--- config.mk ---
export PLATFORM = sky130hd
export DESIGN_NAME = linear_resampler_channel_mapper
export DESIGN_NICKNAME = d
export VERILOG_FILES = /design/src/design/lrcm_pkg.sv /design/src/design/lrcm_div.sv /design/src/design/linear_resampler_channel_mapper.sv
export SDC_FILE = /design/constraint.sdc
export NUM_CORES = 2
export LEC_CHECK = 0
export BUFFER_PORTS_ARGS = -buffer_cell sky130_fd_sc_hd__buf_2
export CORE_ASPECT_RATIO = 1.75
export CORE_MARGIN = 5
export CORE_UTILIZATION = 35
export CTS_CLUSTER_SIZE = 12
export DETAILED_ROUTE_END_ITERATION = 10
export GPL_TIMING_DRIVEN = 0
export SYNTH_ARGS = -nofsm -noshare
export SYNTH_HDL_FRONTEND = slang
export SYNTH_SLANG_ARGS = --single-unit
--- constraint.sdc ---
create_clock -name clk -period 13.4 [get_ports clk]
set_clock_uncertainty 0.05 [all_clocks]
set_input_delay 0.67 -clock clk [delete_from_list [all_inputs] [get_ports clk]]
set_output_delay 0.67 -clock clk [all_outputs]
set_load 0.005 [all_outputs]
--- src/design/lrcm_pkg.sv ---
// Shared constants, types and the sample encoder of the linear resampler.
package lrcm_pkg;

    localparam int MAX_CHANNELS    = 8;
    localparam int SAMPLE_BITS     = 24;
    localparam int PHASE_FRAC_BITS = 24;
    localparam int MAX_RESULTS     = 64;
    localparam int CH_W            = 3;
    localparam int POS_W           = 56;
    localparam int CNT_W           = 7;
    localparam int SUM_W           = 27;
    localparam int STEP_W          = 30;

    // Register indexes
    localparam logic [1:0] CFG_SRC_CHANNELS  = 2'd0;
    localparam logic [1:0] CFG_DST_CHANNELS  = 2'd1;
    localparam logic [1:0] CFG_PHASE_STEP    = 2'd2;
    localparam logic [1:0] CFG_OUTPUT_FORMAT = 2'd3;

    // Output formats
    localparam logic [1:0] FMT_U8  = 2'd0;
    localparam logic [1:0] FMT_S16 = 2'd1;
    localparam logic [1:0] FMT_S32 = 2'd2;
    localparam logic [1:0] FMT_F32 = 2'd3;

    localparam logic [STEP_W-1:0] STEP_MIN   = STEP_W'(1) << (PHASE_FRAC_BITS - 2);
    localparam logic [STEP_W-1:0] STEP_RESET = STEP_W'(1) << PHASE_FRAC_BITS;

    typedef struct packed {
        logic signed [SAMPLE_BITS-1:0] source_sample;
        logic                          end_of_track;
    } src_item_t;

    typedef struct packed {
        logic [31:0]                   out_sample_bits;
        logic [CH_W-1:0]               out_channel;
        logic                          frame_done;
        logic signed [SAMPLE_BITS-1:0] mono_level;
        logic                          run_last;
    } dst_item_t;

    typedef enum logic [3:0] {
        ST_IDLE,
        ST_CHECK,
        ST_CH_START,
        ST_MUL,
        ST_ADD,
        ST_DIV_VAL,
        ST_ACC,
        ST_DIV_MONO,
        ST_ENC,
        ST_FINISH
    } state_t;

    // Encode a Q1.23 sample; every rounding is half away from zero.
    function automatic logic [31:0] encode_sample(input logic signed [23:0] v,
                                                  input logic [1:0] fmt);
        logic [23:0] x;
        logic [32:0] t8;
        logic [39:0] e16;
        logic [39:0] p16;
        logic [39:0] m16;
        logic [39:0] r16;
        logic [55:0] e32;
        logic [55:0] p32;
        logic [55:0] m32;
        logic [55:0] r32;
        logic [23:0] mf;
        logic [4:0]  msb;
        logic [23:0] sh;
        logic [7:0]  ex;
        logic [31:0] res;
        x   = {~v[23], v[22:0]};
        t8  = ({9'd0, x} << 8) - {9'd0, x} + 33'h0800000;
        e16 = {{16{v[23]}}, v};
        p16 = (e16 << 15) - e16;
        m16 = p16[39] ? (~p16 + 40'd1) : p16;
        r16 = (m16 + 40'h400000) >> 23;
        if (p16[39])
            r16 = ~r16 + 40'd1;
        e32 = {{32{v[23]}}, v};
        p32 = (e32 << 31) - e32;
        m32 = p32[55] ? (~p32 + 56'd1) : p32;
        r32 = (m32 + 56'h400000) >> 23;
        if (p32[55])
            r32 = ~r32 + 56'd1;
        mf  = v[23] ? (~v + 24'd1) : v;
        msb = 5'd0;
        for (int i = 0; i < 24; i++)
            if (mf[i])
                msb = 5'(i);
        sh = mf << (5'd23 - msb);
        ex = 8'd104 + {3'd0, msb};
        case (fmt)
            FMT_U8:  res = {24'd0, t8[31:24]};
            FMT_S16: res = {16'd0, r16[15:0]};
            FMT_S32: res = r32[31:0];
            default: res = (mf == 24'd0) ? 32'd0 : {v[23], ex, sh[22:0]};
        endcase
        return res;
    endfunction

endpackage

--- src/design/lrcm_div.sv ---
// Bit-serial rounding divider: round(num / den), half away from zero.
module lrcm_div
    import lrcm_pkg::*;
(
    input  logic                          clk,
    input  logic                          rst_n,
    input  logic                          start,
    input  logic signed [SUM_W-1:0]       num,
    input  logic [3:0]                    den,
    output logic                          done,
    output logic signed [SAMPLE_BITS-1:0] quot
);

    logic                busy_reg, busy_next;
    logic                done_reg, done_next;
    logic [4:0]          cnt_reg, cnt_next;
    logic [SUM_W:0]      dvd_reg, dvd_next;
    logic [SUM_W:0]      quo_reg, quo_next;
    logic [4:0]          rem_reg, rem_next;
    logic [4:0]          dsr_reg, dsr_next;
    logic                neg_reg, neg_next;
    logic [SUM_W-1:0]    mag;
    logic [5:0]          rem_sh;
    logic                take;
    logic [SAMPLE_BITS-1:0] q_mag;

    assign mag    = num[SUM_W-1] ? (~num + SUM_W'(1)) : num;
    assign rem_sh = {rem_reg, dvd_reg[SUM_W]};
    assign take   = (rem_sh >= {1'b0, dsr_reg});

    // Load on start, then take one quotient bit per cycle
    always_comb
    begin
        busy_next = busy_reg;
        done_next = 1'b0;
        cnt_next  = cnt_reg;
        dvd_next  = dvd_reg;
        quo_next  = quo_reg;
        rem_next  = rem_reg;
        dsr_next  = dsr_reg;
        neg_next  = neg_reg;
        if (start)
        begin
            busy_next = 1'b1;
            cnt_next  = 5'(SUM_W);
            dvd_next  = {mag, 1'b0} + {{(SUM_W - 3){1'b0}}, den};
            quo_next  = '0;
            rem_next  = '0;
            dsr_next  = {den, 1'b0};
            neg_next  = num[SUM_W-1];
        end
        else if (busy_reg)
        begin
            rem_next = take ? 5'(rem_sh - {1'b0, dsr_reg}) : rem_sh[4:0];
            dvd_next = dvd_reg << 1;
            quo_next = {quo_reg[SUM_W-1:0], take};
            cnt_next = cnt_reg - 5'd1;
            if (cnt_reg == 5'd0)
            begin
                busy_next = 1'b0;
                done_next = 1'b1;
            end
        end
    end

    always_ff @(posedge clk or negedge rst_n)
    begin
        if (!rst_n)
        begin
            busy_reg <= 1'b0;
            done_reg <= 1'b0;
            cnt_reg  <= '0;
        end
        else
        begin
            busy_reg <= busy_next;
            done_reg <= done_next;
            cnt_reg  <= cnt_next;
        end
    end

    always_ff @(posedge clk)
    begin
        dvd_reg <= dvd_next;
        quo_reg <= quo_next;
        rem_reg <= rem_next;
        dsr_reg <= dsr_next;
        neg_reg <= neg_next;
    end

    assign q_mag = quo_reg[SAMPLE_BITS-1:0];
    assign quot  = neg_reg ? (~q_mag + SAMPLE_BITS'(1)) : q_mag;
    assign done  = done_reg;

endmodule

--- src/design/linear_resampler_channel_mapper.sv ---
// Top level: linear-interpolation resampler with channel mapping and encoding.
//
// Source samples enter interleaved on src_valid/src_ready, one per
// transaction. A sample that does not complete a source frame is taken
// while idle. The sample that completes a frame starts the sequencer, which
// emits every destination frame falling between the previous and current
// source frames on dst_valid/dst_ready, one channel per transaction, then
// the self-interpolated tail when end_of_track is set. src_ready stays low
// until the last result of that transaction has moved to the output register.
// Each destination channel passes through select, multiply, round,
// accumulate and encode steps through one shared multiplier; a mono
// destination repeats multiply and round for each source channel beyond
// the first. The last channel of each destination frame also runs the
// bit-serial divider for the frame mean, as does a many-to-mono average.
// A stalled receiver holds the output register and one pending result; the
// sequencer waits in its encode step until the pending slot frees.
// Reset loads the register defaults (stereo to stereo, unit step, s16) and
// clears both frames and the position counters. The user must write registers
// via cfg_we/cfg_index/cfg_wdata only while idle; the block lacks a check for it.
module linear_resampler_channel_mapper
    import lrcm_pkg::*;
(
    input  logic              clk,
    input  logic              rst_n,
    input  logic              src_valid,
    output logic              src_ready,
    input  src_item_t         src_item,
    output logic              dst_valid,
    input  logic              dst_ready,
    output dst_item_t         dst_item,
    input  logic              cfg_we,
    input  logic [1:0]        cfg_index,
    input  logic [STEP_W-1:0] cfg_wdata
);

    // Configuration
    logic [3:0]        src_channels_reg;
    logic [3:0]        dst_channels_reg;
    logic [STEP_W-1:0] phase_step_reg;
    logic [1:0]        output_format_reg;

    // Stream state
    logic signed [SAMPLE_BITS-1:0] prev_reg [MAX_CHANNELS];
    logic signed [SAMPLE_BITS-1:0] cur_reg  [MAX_CHANNELS];
    logic [CH_W-1:0]   chan_pos_reg;
    logic [31:0]       frames_seen_reg;
    logic [POS_W-1:0]  pos_reg;

    // Sequencer
    state_t            state_reg, state_next;
    logic [31:0]       target_reg;
    logic [31:0]       k_reg;
    logic              self_reg;
    logic              eot_reg;
    logic [CNT_W-1:0]  count_reg;
    logic [CH_W-1:0]   c_reg;
    logic [CH_W-1:0]   kidx_reg;
    logic [48:0]       prod_reg;
    logic              neg_reg;
    logic signed [SAMPLE_BITS-1:0] a_reg;
    logic signed [SUM_W-1:0]       acc_reg;
    logic signed [SUM_W-1:0]       msum_reg;
    logic signed [SAMPLE_BITS-1:0] val_reg;
    logic signed [SAMPLE_BITS-1:0] mono_reg;
    logic              pend_valid_reg;
    dst_item_t         pend_reg;
    dst_item_t         pend_last;
    logic              dst_valid_reg;
    dst_item_t         dst_item_reg;

    logic [3:0]        sc_n, dc_n;
    logic [CH_W-1:0]   sc_last, dc_last;
    logic [STEP_W-1:0] step;
    logic              mono_mode;
    logic [CH_W-1:0]   src_idx;
    logic signed [SAMPLE_BITS-1:0] sel_a, sel_b;
    logic [SAMPLE_BITS:0] diff, dmag;
    logic [SAMPLE_BITS:0] rnd;
    logic [SAMPLE_BITS+1:0] v_wide;
    logic signed [SAMPLE_BITS-1:0] v_new;
    logic signed [SUM_W-1:0] acc_sum, msum_sum;
    logic              in_fire, frame_complete;
    logic              group_hit;
    logic              out_free, push_ok;
    logic              src_rdy, div_start, push, flush;
    logic signed [SUM_W-1:0] div_num;
    logic [3:0]        div_den;
    logic              div_done;
    logic signed [SAMPLE_BITS-1:0] div_quot;
    logic [CNT_W:0]    count_room;

    // Clamp channel counts and step
    assign sc_n = (src_channels_reg == 4'd0) ? 4'd1 :
                  (src_channels_reg > 4'(MAX_CHANNELS)) ? 4'(MAX_CHANNELS) : src_channels_reg;
    assign dc_n = (dst_channels_reg == 4'd0) ? 4'd1 :
                  (dst_channels_reg > 4'(MAX_CHANNELS)) ? 4'(MAX_CHANNELS) : dst_channels_reg;
    assign sc_last   = CH_W'(sc_n - 4'd1);
    assign dc_last   = CH_W'(dc_n - 4'd1);
    assign step      = (phase_step_reg < STEP_MIN) ? STEP_MIN : phase_step_reg;
    assign mono_mode = (dc_n == 4'd1) && (sc_n != 4'd1);

    // Map destination channel to source channel
    always_comb
    begin
        if (sc_n == dc_n)
            src_idx = c_reg;
        else if (sc_n == 4'd1)
            src_idx = '0;
        else if (c_reg < sc_last)
            src_idx = c_reg;
        else
            src_idx = sc_last;
    end

    // Interpolation datapath
    assign sel_a  = self_reg ? cur_reg[kidx_reg] : prev_reg[kidx_reg];
    assign sel_b  = cur_reg[kidx_reg];
    assign diff   = {sel_b[SAMPLE_BITS-1], sel_b} - {sel_a[SAMPLE_BITS-1], sel_a};
    assign dmag   = diff[SAMPLE_BITS] ? (~diff + 25'd1) : diff;
    assign rnd    = 25'((prod_reg + 49'h0800000) >> PHASE_FRAC_BITS);
    assign v_wide = neg_reg ? ({{2{a_reg[SAMPLE_BITS-1]}}, a_reg} - {1'b0, rnd})
                            : ({{2{a_reg[SAMPLE_BITS-1]}}, a_reg} + {1'b0, rnd});
    assign v_new    = v_wide[SAMPLE_BITS-1:0];
    assign acc_sum  = acc_reg + SUM_W'(v_new);
    assign msum_sum = msum_reg + SUM_W'(val_reg);

    assign in_fire        = src_valid && src_rdy;
    assign frame_complete = ({1'b0, chan_pos_reg} + 4'd1 >= sc_n) || src_item.end_of_track;
    assign count_room     = {1'b0, count_reg} + {4'd0, dc_n};
    assign group_hit      = (pos_reg[POS_W-1:PHASE_FRAC_BITS] == target_reg)
                            && (count_room <= 8'(MAX_RESULTS));
    assign out_free       = !dst_valid_reg || dst_ready;
    assign push_ok        = !pend_valid_reg || out_free;

    // Mark the pending result as the last one of its transaction
    always_comb
    begin
        pend_last          = pend_reg;
        pend_last.run_last = 1'b1;
    end

    // Next state
    always_comb
    begin
        state_next = state_reg;
        case (state_reg)
            ST_IDLE:
                if (in_fire && frame_complete)
                begin
                    if (frames_seen_reg != 32'd0 || src_item.end_of_track)
                        state_next = ST_CHECK;
                    else
                        state_next = ST_FINISH;
                end
            ST_CHECK:
                if (group_hit)
                    state_next = ST_CH_START;
                else if (!(eot_reg && !self_reg))
                    state_next = ST_FINISH;
            ST_CH_START: state_next = ST_MUL;
            ST_MUL:      state_next = ST_ADD;
            ST_ADD:
                if (!mono_mode)
                    state_next = ST_ACC;
                else if (kidx_reg == sc_last)
                    state_next = ST_DIV_VAL;
                else
                    state_next = ST_MUL;
            ST_DIV_VAL:
                if (div_done)
                    state_next = ST_ACC;
            ST_ACC:
                state_next = (c_reg == dc_last) ? ST_DIV_MONO : ST_ENC;
            ST_DIV_MONO:
                if (div_done)
                    state_next = ST_ENC;
            ST_ENC:
                if (push_ok)
                    state_next = (c_reg == dc_last) ? ST_CHECK : ST_CH_START;
            ST_FINISH:
                if (!pend_valid_reg || out_free)
                    state_next = ST_IDLE;
            default: state_next = ST_IDLE;
        endcase
    end

    // Sequencer outputs
    always_comb
    begin
        src_rdy   = 1'b0;
        div_start = 1'b0;
        push      = 1'b0;
        flush     = 1'b0;
        div_num   = msum_sum;
        div_den   = dc_n;
        case (state_reg)
            ST_IDLE: src_rdy = 1'b1;
            ST_ADD:
            begin
                div_num   = acc_sum;
                div_den   = sc_n;
                div_start = mono_mode && (kidx_reg == sc_last);
            end
            ST_ACC:    div_start = (c_reg == dc_last);
            ST_ENC:    push = push_ok;
            ST_FINISH: flush = pend_valid_reg && out_free;
            default:   src_rdy = 1'b0;
        endcase
    end

    lrcm_div u_div (
        .clk   (clk),
        .rst_n (rst_n),
        .start (div_start),
        .num   (div_num),
        .den   (div_den),
        .done  (div_done),
        .quot  (div_quot)
    );

    // Configuration writes
    always_ff @(posedge clk or negedge rst_n)
    begin
        if (!rst_n)
        begin
            src_channels_reg  <= 4'd2;
            dst_channels_reg  <= 4'd2;
            phase_step_reg    <= STEP_RESET;
            output_format_reg <= FMT_S16;
        end
        else if (cfg_we)
        begin
            case (cfg_index)
                CFG_SRC_CHANNELS:  src_channels_reg  <= cfg_wdata[3:0];
                CFG_DST_CHANNELS:  dst_channels_reg  <= cfg_wdata[3:0];
                CFG_PHASE_STEP:    phase_step_reg    <= cfg_wdata;
                CFG_OUTPUT_FORMAT: output_format_reg <= cfg_wdata[1:0];
                default:           src_channels_reg  <= src_channels_reg;
            endcase
        end
    end

    // Frame storage and stream position
    always_ff @(posedge clk or negedge rst_n)
    begin
        if (!rst_n)
        begin
            for (int i = 0; i < MAX_CHANNELS; i++)
            begin
                prev_reg[i] <= '0;
                cur_reg[i]  <= '0;
            end
            chan_pos_reg    <= '0;
            frames_seen_reg <= '0;
            pos_reg         <= '0;
        end
        else if (state_reg == ST_IDLE && in_fire)
        begin
            if (chan_pos_reg == '0 && frames_seen_reg != 32'd0)
                for (int i = 0; i < MAX_CHANNELS; i++)
                    prev_reg[i] <= cur_reg[i];
            cur_reg[chan_pos_reg] <= src_item.source_sample;
            if (frame_complete)
            begin
                chan_pos_reg    <= '0;
                frames_seen_reg <= frames_seen_reg + 32'd1;
            end
            else
                chan_pos_reg <= chan_pos_reg + CH_W'(1);
        end
        else if (state_reg == ST_ENC && push_ok && c_reg == dc_last)
            pos_reg <= pos_reg + POS_W'(step);
        else if (state_reg == ST_FINISH && state_next == ST_IDLE && eot_reg)
        begin
            // Drop the track at its end
            for (int i = 0; i < MAX_CHANNELS; i++)
            begin
                prev_reg[i] <= '0;
                cur_reg[i]  <= '0;
            end
            chan_pos_reg    <= '0;
            frames_seen_reg <= '0;
            pos_reg         <= '0;
        end
    end

    // Sequencer control registers
    always_ff @(posedge clk or negedge rst_n)
    begin
        if (!rst_n)
        begin
            state_reg      <= ST_IDLE;
            count_reg      <= '0;
            pend_valid_reg <= 1'b0;
            dst_valid_reg  <= 1'b0;
            self_reg       <= 1'b0;
            eot_reg        <= 1'b0;
            c_reg          <= '0;
            kidx_reg       <= '0;
        end
        else
        begin
            state_reg <= state_next;
            // Load the output register from the pending slot, else drop it once taken
            if ((push && pend_valid_reg) || flush)
                dst_valid_reg <= 1'b1;
            else if (dst_ready)
                dst_valid_reg <= 1'b0;
            case (state_reg)
                ST_IDLE:
                    if (in_fire && frame_complete)
                    begin
                        count_reg <= '0;
                        eot_reg   <= src_item.end_of_track;
                        self_reg  <= (frames_seen_reg == 32'd0);
                    end
                ST_CHECK:
                    if (group_hit)
                        c_reg <= '0;
                    else if (eot_reg && !self_reg)
                        self_reg <= 1'b1;
                ST_CH_START:
                    kidx_reg <= mono_mode ? CH_W'(0) : src_idx;
                ST_ADD:
                    if (mono_mode && kidx_reg != sc_last)
                        kidx_reg <= kidx_reg + CH_W'(1);
                ST_ENC:
                    if (push)
                    begin
                        pend_valid_reg <= 1'b1;
                        count_reg      <= count_reg + CNT_W'(1);
                        if (c_reg != dc_last)
                            c_reg <= c_reg + CH_W'(1);
                    end
                ST_FINISH:
                    if (flush)
                        pend_valid_reg <= 1'b0;
                default: count_reg <= count_reg;
            endcase
        end
    end

    // Datapath registers
    always_ff @(posedge clk)
    begin
        case (state_reg)
            ST_IDLE:
                if (in_fire && frame_complete)
                begin
                    k_reg      <= frames_seen_reg;
                    target_reg <= (frames_seen_reg == 32'd0) ? 32'd0
                                                             : frames_seen_reg - 32'd1;
                end
            ST_CHECK:
                if (group_hit)
                    msum_reg <= '0;
                else if (eot_reg && !self_reg)
                    target_reg <= k_reg;
            ST_CH_START:
                acc_reg <= '0;
            ST_MUL:
            begin
                prod_reg <= dmag * pos_reg[PHASE_FRAC_BITS-1:0];
                neg_reg  <= diff[SAMPLE_BITS];
                a_reg    <= sel_a;
            end
            ST_ADD:
                if (mono_mode)
                    acc_reg <= acc_sum;
                else
                    val_reg <= v_new;
            ST_DIV_VAL:
                if (div_done)
                    val_reg <= div_quot;
            ST_ACC:
            begin
                msum_reg <= msum_sum;
                mono_reg <= '0;
            end
            ST_DIV_MONO:
                if (div_done)
                    mono_reg <= div_quot;
            ST_ENC:
                if (push)
                begin
                    if (pend_valid_reg)
                        dst_item_reg <= pend_reg;
                    pend_reg.out_sample_bits <= encode_sample(val_reg, output_format_reg);
                    pend_reg.out_channel     <= c_reg;
                    pend_reg.frame_done      <= (c_reg == dc_last);
                    pend_reg.mono_level      <= mono_reg;
                    pend_reg.run_last        <= 1'b0;
                end
            ST_FINISH:
                if (flush)
                    dst_item_reg <= pend_last;
            default: acc_reg <= acc_reg;
        endcase
    end

    assign src_ready = src_rdy;
    assign dst_valid = dst_valid_reg;
    assign dst_item  = dst_item_reg;

    // New input only once every result of the last one has left the pending slot
    a_ready_drained: assert property (@(posedge clk) disable iff (!rst_n)
        src_ready |-> !pend_valid_reg)
        else $error("input taken with a result still pending");

    a_count_limit: assert property (@(posedge clk) disable iff (!rst_n)
        count_reg <= CNT_W'(MAX_RESULTS))
        else $error("result count above limit");

    a_mono_zero: assert property (@(posedge clk) disable iff (!rst_n)
        (dst_valid && !dst_item.frame_done) |-> (dst_item.mono_level == '0))
        else $error("mono level set off a frame end");

    a_div_wait: assert property (@(posedge clk) disable iff (!rst_n)
        div_start |=> (state_reg == ST_DIV_VAL || state_reg == ST_DIV_MONO))
        else $error("divider started outside a divide step");

endmodule
## Word-level counts from Yosys, hierarchy flattened

Cells that the tools add are included.

- Bitwise operators: 12
- Muxes and demuxes: 135
- Order comparisons: 10
- Reduce and logical (&&, ||, !) cells: 67
- Shift operators: 1
- Div/mod/pow operators: 0
- Equality and inequality tests: 39
- Multipliers: 1
- Add/sub/neg operators: 36

Operators by type and width:

| kind | count |
|---|---|
| $mux W192 | 5 |
| $mux W32 | 10 |
| $mux W24 | 11 |
| $bwmux W192 | 1 |
| $mux W61 | 3 |
| $bmux W24 S3 | 2 |
| $mux W5 | 27 |
| $pmux W61 S2 | 1 |
| $mux W56 | 2 |
| $mux W27 | 4 |
| $pmux W27 S2 | 2 |
| $pmux W24 S2 | 2 |
| $pmux W32 S3 | 1 |
| $demux W24 S3 | 1 |
| $add A32 B1 Y32 const B | 2 |
| $pmux W32 S2 | 1 |
| $add A56 B30 Y56 | 1 |
| $mux W28 | 2 |
| $mux W4 | 14 |
| $sub A55 B24 Y56 | 1 |
| $add A55 B1 Y55 const B | 1 |
| $add A55 B23 Y55 const B | 1 |
| $mux W55 | 1 |
| $not A55 Y55 | 1 |
| other kinds (82) | 204 |

- Bits in read-only memories: 0
- Latch bits: 0
- Memories kept: 0
- Bits in registers: 965
- Logic and storage cells: 358
- Input bits: 62
- Bits in writable memories: 0

## Logic depth before layout (Yosys ltp)

- Depth in word-level cells: 32
- Mapped depth: 53
- Mapped depth without buffers: 49

## Hierarchy

From an unflattened synthesis, not the netlist that was laid out.

- Cell total of the unflattened synthesis: 8706
- Area, all modules: 79463.7 um2

By module, submodules not included:

| module | cells each | times used | area each (um2) | seq. area each (um2) |
|---|---|---|---|---|
| linear_resampler_channel_mapper | 8172 | 1 | 74605.3 | 23537.6 |
| lrcm_div | 534 | 1 | 4858.4 | 1746.7 |

## Worst setup path before layout

OpenSTA, ideal clock, no wires.

- Kind: register to register
- Start: register kidx_reg[0]
- End: register prod_reg[41], data pin
- Path slack: 0.530 ns
- Clock period less this slack: 12.870 ns
- Arrival time: 12.562 ns
- Cell stages (with the launch flop): 51
- Cells stage by stage: dfrtp_1 -> clkbuf_1 -> clkbuf_1 -> buf_1 -> mux4_2 -> mux2i_1 -> o21a_1 -> ha_1 -> a2111oi_0 -> a2111oi_0 -> o31ai_1 -> a211oi_1 -> nor2_1 -> inv_1 -> o21ai_0 -> nand2b_1 -> inv_1 -> clkbuf_1 -> [... 15 more ...] -> inv_1 -> ha_1 -> a21o_1 -> a21o_1 -> a21oi_1 -> o21ai_0 -> a21oi_1 -> o21bai_1 -> a21o_1 -> or4_1 -> a211oi_1 -> o21ai_0 -> a31oi_1 -> nor2_1 -> a211oi_1 -> inv_1 -> a21oi_1 -> xnor2_1

- Longest elaborated chain between the ends: 10
- Elaborated cells on any way between the ends: 13
- Those cells by class: add/sub (2); mul (1); mux (8); bitwise (2)

Ends and longest elaborated chain:

| element | RTL line | source |
|---|---|---|
| start: declaration | linear_resampler_channel_mapper.sv:57 | `logic [CH_W-1:0] kidx_reg;` |
| start signal: assignment | linear_resampler_channel_mapper.sv:323 | `kidx_reg <= mono_mode ? CH_W'(0) : src_idx;` |
| start signal: assignment | linear_resampler_channel_mapper.sv:326 | `kidx_reg <= kidx_reg + CH_W'(1);` |
| $not A3 Y4 (implied by the code) (*) | linear_resampler_channel_mapper.sv:116, linear_resampler_channel_mapper.sv:117 |  |
| $bmux W24 S3 (on tied branches) | linear_resampler_channel_mapper.sv:116, linear_resampler_channel_mapper.sv:117 |  |
| $mux W24 (on tied branches) (2 in series) | linear_resampler_channel_mapper.sv:116, linear_resampler_channel_mapper.sv:117 |  |
| $mux W24 | linear_resampler_channel_mapper.sv:116 | `assign sel_a = self_reg ? cur_reg[kidx_reg] : prev_reg[kidx_reg];` |
| $sub A24 B24 Y25 (*) | linear_resampler_channel_mapper.sv:118 | `assign diff = {sel_b[SAMPLE_BITS-1], sel_b} - {sel_a[SAMPLE_BITS-1], sel_a};` |
| named net diff[24] | linear_resampler_channel_mapper.sv:77 | `logic [SAMPLE_BITS:0] diff, dmag;` |
| $not A25 Y25 | linear_resampler_channel_mapper.sv:119 | `assign dmag = diff[SAMPLE_BITS] ? (~diff + 25'd1) : diff;` |
| $add A25 B1 Y25 | linear_resampler_channel_mapper.sv:119 |  |
| $mux W25 (*) | linear_resampler_channel_mapper.sv:119 |  |
| $mul A25 B24 Y48 (*) | linear_resampler_channel_mapper.sv:363 | `prod_reg <= dmag * pos_reg[PHASE_FRAC_BITS-1:0];` |
| end signal: assignment | linear_resampler_channel_mapper.sv:363 |  |
| end: declaration | linear_resampler_channel_mapper.sv:58 | `logic [48:0] prod_reg;` |

Mark *: on every way through the listed nets, which the timed path passes. The rest lies on a longest branch. The select of a mux whose other input is x is not followed.
A chain may end at the register's enable or synchronous reset.

## Final worst setup path

- Start: register kidx_reg[0]
- End: register prod_reg[46], data pin

- Longest elaborated chain between the ends: 10
- Elaborated cells on any way between the ends: 13
- Those cells by class: add/sub (2); mul (1); mux (8); bitwise (2)

Ends and longest elaborated chain:

| element | RTL line | source |
|---|---|---|
| $not A3 Y4 (implied by the code) (*) | linear_resampler_channel_mapper.sv:116 |  |
| $bmux W24 S3 | linear_resampler_channel_mapper.sv:116 |  |
| $mux W24 (implied by the code) (2 in series) | linear_resampler_channel_mapper.sv:116 |  |
| $mux W24 (*) | linear_resampler_channel_mapper.sv:116 |  |
| named net sel_a[0] | linear_resampler_channel_mapper.sv:76 | `logic signed [SAMPLE_BITS-1:0] sel_a, sel_b;` |
| $sub A24 B24 Y25 (*) | linear_resampler_channel_mapper.sv:118 |  |
| $not A25 Y25 | linear_resampler_channel_mapper.sv:119 |  |
| $add A25 B1 Y25 | linear_resampler_channel_mapper.sv:119 |  |
| $mux W25 (*) | linear_resampler_channel_mapper.sv:119 |  |
| $mul A25 B24 Y48 (*) | linear_resampler_channel_mapper.sv:363 |  |

Marks and branches as above.

==> summary.md <==
| Metric | Value |
|---|---|
| Slew HR | `2.35%` |
| Drt drc | `0` |
| Core area | `229000 µm²` |
| Tcrit/Tclk final | `97.5%` |
| Clock buffer depth | `3` |
| Die W | `373 µm` |
| Routed Antenna Nets | `0` |
| IO Count | `125` |
| Grt ovf | `0` |
| Commonest cells after routing, fill and taps aside | `nand2_1, inv_1, o21ai_0, dfrtp_1, fa_1` |
| Port bufs | `100` |
| Final #Nets | `10200` |
| Seq cells post-synth | `942` |
| Top-area cell type share of the netlist area | `16.8%` |
| Total Routing Usage GR | `24.2%` |
| Final worst slack | `0.336 ns` |
| Synth warnings | `0` |
| Vias in the first global route | `71400` |
| WL per Instance | `24.1 µm` |
| Least-Margin Pin Slew | `1.46 ns` |
| Vias/cell | `5.50` |
| EDFF count, synth | `370` |
| Total wire length | `296 mm` |
| Total vias in the final route | `67800` |
| Status | `finished, final reports clean` |
| Initial antenna violation count | `15` |
| H-tree Lvls | `3` |
| Crit-path max FO | `10` |
| Starting Density | `35.1%` |
| Crit path kind | `register to register` |
| Critical Path AT | `13.42 ns` |
| DRT Pass-1 Iters | `7` |
| Syn Inst Count | `8905` |
| Yosys top cell by area | `dfrtp_1` |
| Main area contributors after synthesis | `dfrtp_1, edfxtp_1, fa_1` |
| Final Hold Vio Count | `0` |
| Worst Hold Class | `input pin to register` |
| Post-synth ARST share | `57.6%` |
| Global-route wire length before repair | `439 mm` |
| Final setup violation count | `0` |
| RePlAce Congestion | `1.01` |
| Predominant post-synthesis flop cell | `dfrtp_1` |
| Register area share after synthesis | `31.4%` |
| Share of cells above drive strength 1 | `8.39%` |
| Most common cell after layout, fill and taps aside | `nand2_1` |
| Post-detail-place hpwl | `241 mm` |
| Reg2reg path depth | `51` |
| Max cap viols | `0` |
| Max Transition Viols Final | `0` |
| Syn Area/Cell | `9.04 µm²` |
| Reg clk slew, reported paths | `0.07 ns` |
| Setup TNS | `0 ns` |
| Post-Syn Area | `80500 µm²` |
| Worst slack, placed | `-4.19 ns` |
| Fmax | `0.0765 GHz` |
| Cts bufs inserted | `97` |
| Sink Count | `942` |
| Setup crit end kind | `register` |
| Placed inst area | `85200 µm²` |
| Row cnt | `233` |
| Crit path time final | `13.06 ns` |
| P&R area growth vs syn | `11.7%` |
| CP max stage delay | `0.60 ns` |
| Die height | `644 µm` |
| Clk root buf | `clkbuf_16` |
| Number of cells on the worst hold path | `2` |
| Net Count, Synth | `9893` |
| 1st-iter DRT viols | `4319` |
| CTS tree | `built` |
| Fillers | `23100` |
| Most used cell, CP | `fa_1` |
| Worst EP required | `13.75 ns` |
| Netlist cell types | `120` |
| Final instance area | `89900 µm²` |
| Skew-Pair Late Insertion Delay | `0.75 ns` |
| Die area | `240000 µm²` |
| Largest net degree at the start of global routing | `119` |
| Critical path startpoint category | `register` |
| Crit path max-delay cell type | `fa_1` |
==> layout make-up <==
class,count,area (µm²),area share (%)
clock inverters,24,365,0.406
well taps,3055,3820,4.25
clock buffers,143,2740,3.05
plain buffers,493,2310,2.57
multi-input cells,6726,51200,57.0
flip-flops and latches,942,25300,28.1
inverters,743,2790,3.10
repair buffers,181,1330,1.48
diodes,10,25.0,0.0278
==> synth_stat cells, drive strengths merged, types with 178 or more instances <==
master,count
nand2,1542
inv,741
o21ai,704
dfrtp,539
fa,510
nor2,449
ha,416
clkbuf,410
edfxtp,370
and2,340
xnor2,336
a21oi,292
xor2,222
nand3,178
==> metrics by stage <==
stage	cells	hold slack [ns]	util, %
after CTS	12300	0.0925	38.9
after floorplan	8905	0.324	-
after global routing	12300	0.113	39.2
after global placement	12100	0.352	37.0
after detailed placement	12100	0.355	37.1
final	12300	0.131	39.2
==> critical path: cells and delay by family (launching register included) <==
kind	cells	cell delay, ns
adder cells (fa/ha/maj)	10	4.69
AO/OA/AOI/OAI	18	2.98
AND/OR/NAND/NOR	10	2.23
buffers and inverters	9	1.20
multiplexers	2	0.78
flip-flops	1	0.39
XOR/XNOR	2	0.36
==> cells by family (layout without fill, tap and decap cells) <==
family / Yosys count / in the layout / synth area share (%)
compound gates: 1687 / 1687 / 13.0
buf+inv: 1237 / 1584 / 5.85
fa+ha+maj: 927 / 927 / 19.2
xor+xnor: 559 / 559 / 6.12
simple gates: 3244 / 3244 / 19.0
other cells: 0 / 10 / 0
mux: 309 / 309 / 5.46
flops: 942 / 942 / 31.4
==> metal layers <==
layer	share of wire [%]	vias up	GRT usage, %	wire [µm]
met4	11	6	20.7	31600
met2	52	2377	44.9	155000
met5	0.032	-	0.225	96
met3	4.4	1009	2.91	13200
li1	-	30900	-	-
met1	33	33500	23.5	96800
==> what timing repair did <==
item	CTS	global route
hold buffers	1	0
gates resized for setup	238	91
buffers inserted	34	28
pin swaps	16	26
setup endpoints to repair	25	21
endpoints found under the hold margin	75	0
==> final timing paths <==
| path | endpoint | startpoint | slack, ns |
|---|---|---|---|
| setup / recovery | prod_reg[46] | kidx_reg[0] | 0.34 |
| hold / removal | phase_step_reg[13] | cfg_wdata[13] | 0.13 |
| setup reg to reg | prod_reg[46] | kidx_reg[0] | 0.34 |
| hold reg to reg | dst_item[59] | pend_last[59] | 0.37 |
| max in group asynchronous | u_div.cnt_reg[0] | rst_n | 10.54 |
| min in group asynchronous | phase_step_reg[19] | rst_n | 0.48 |
Power is left out: the tool's default activity adds up to more than one toggle a clock period on the data nets, which glitch-free logic cannot reach.
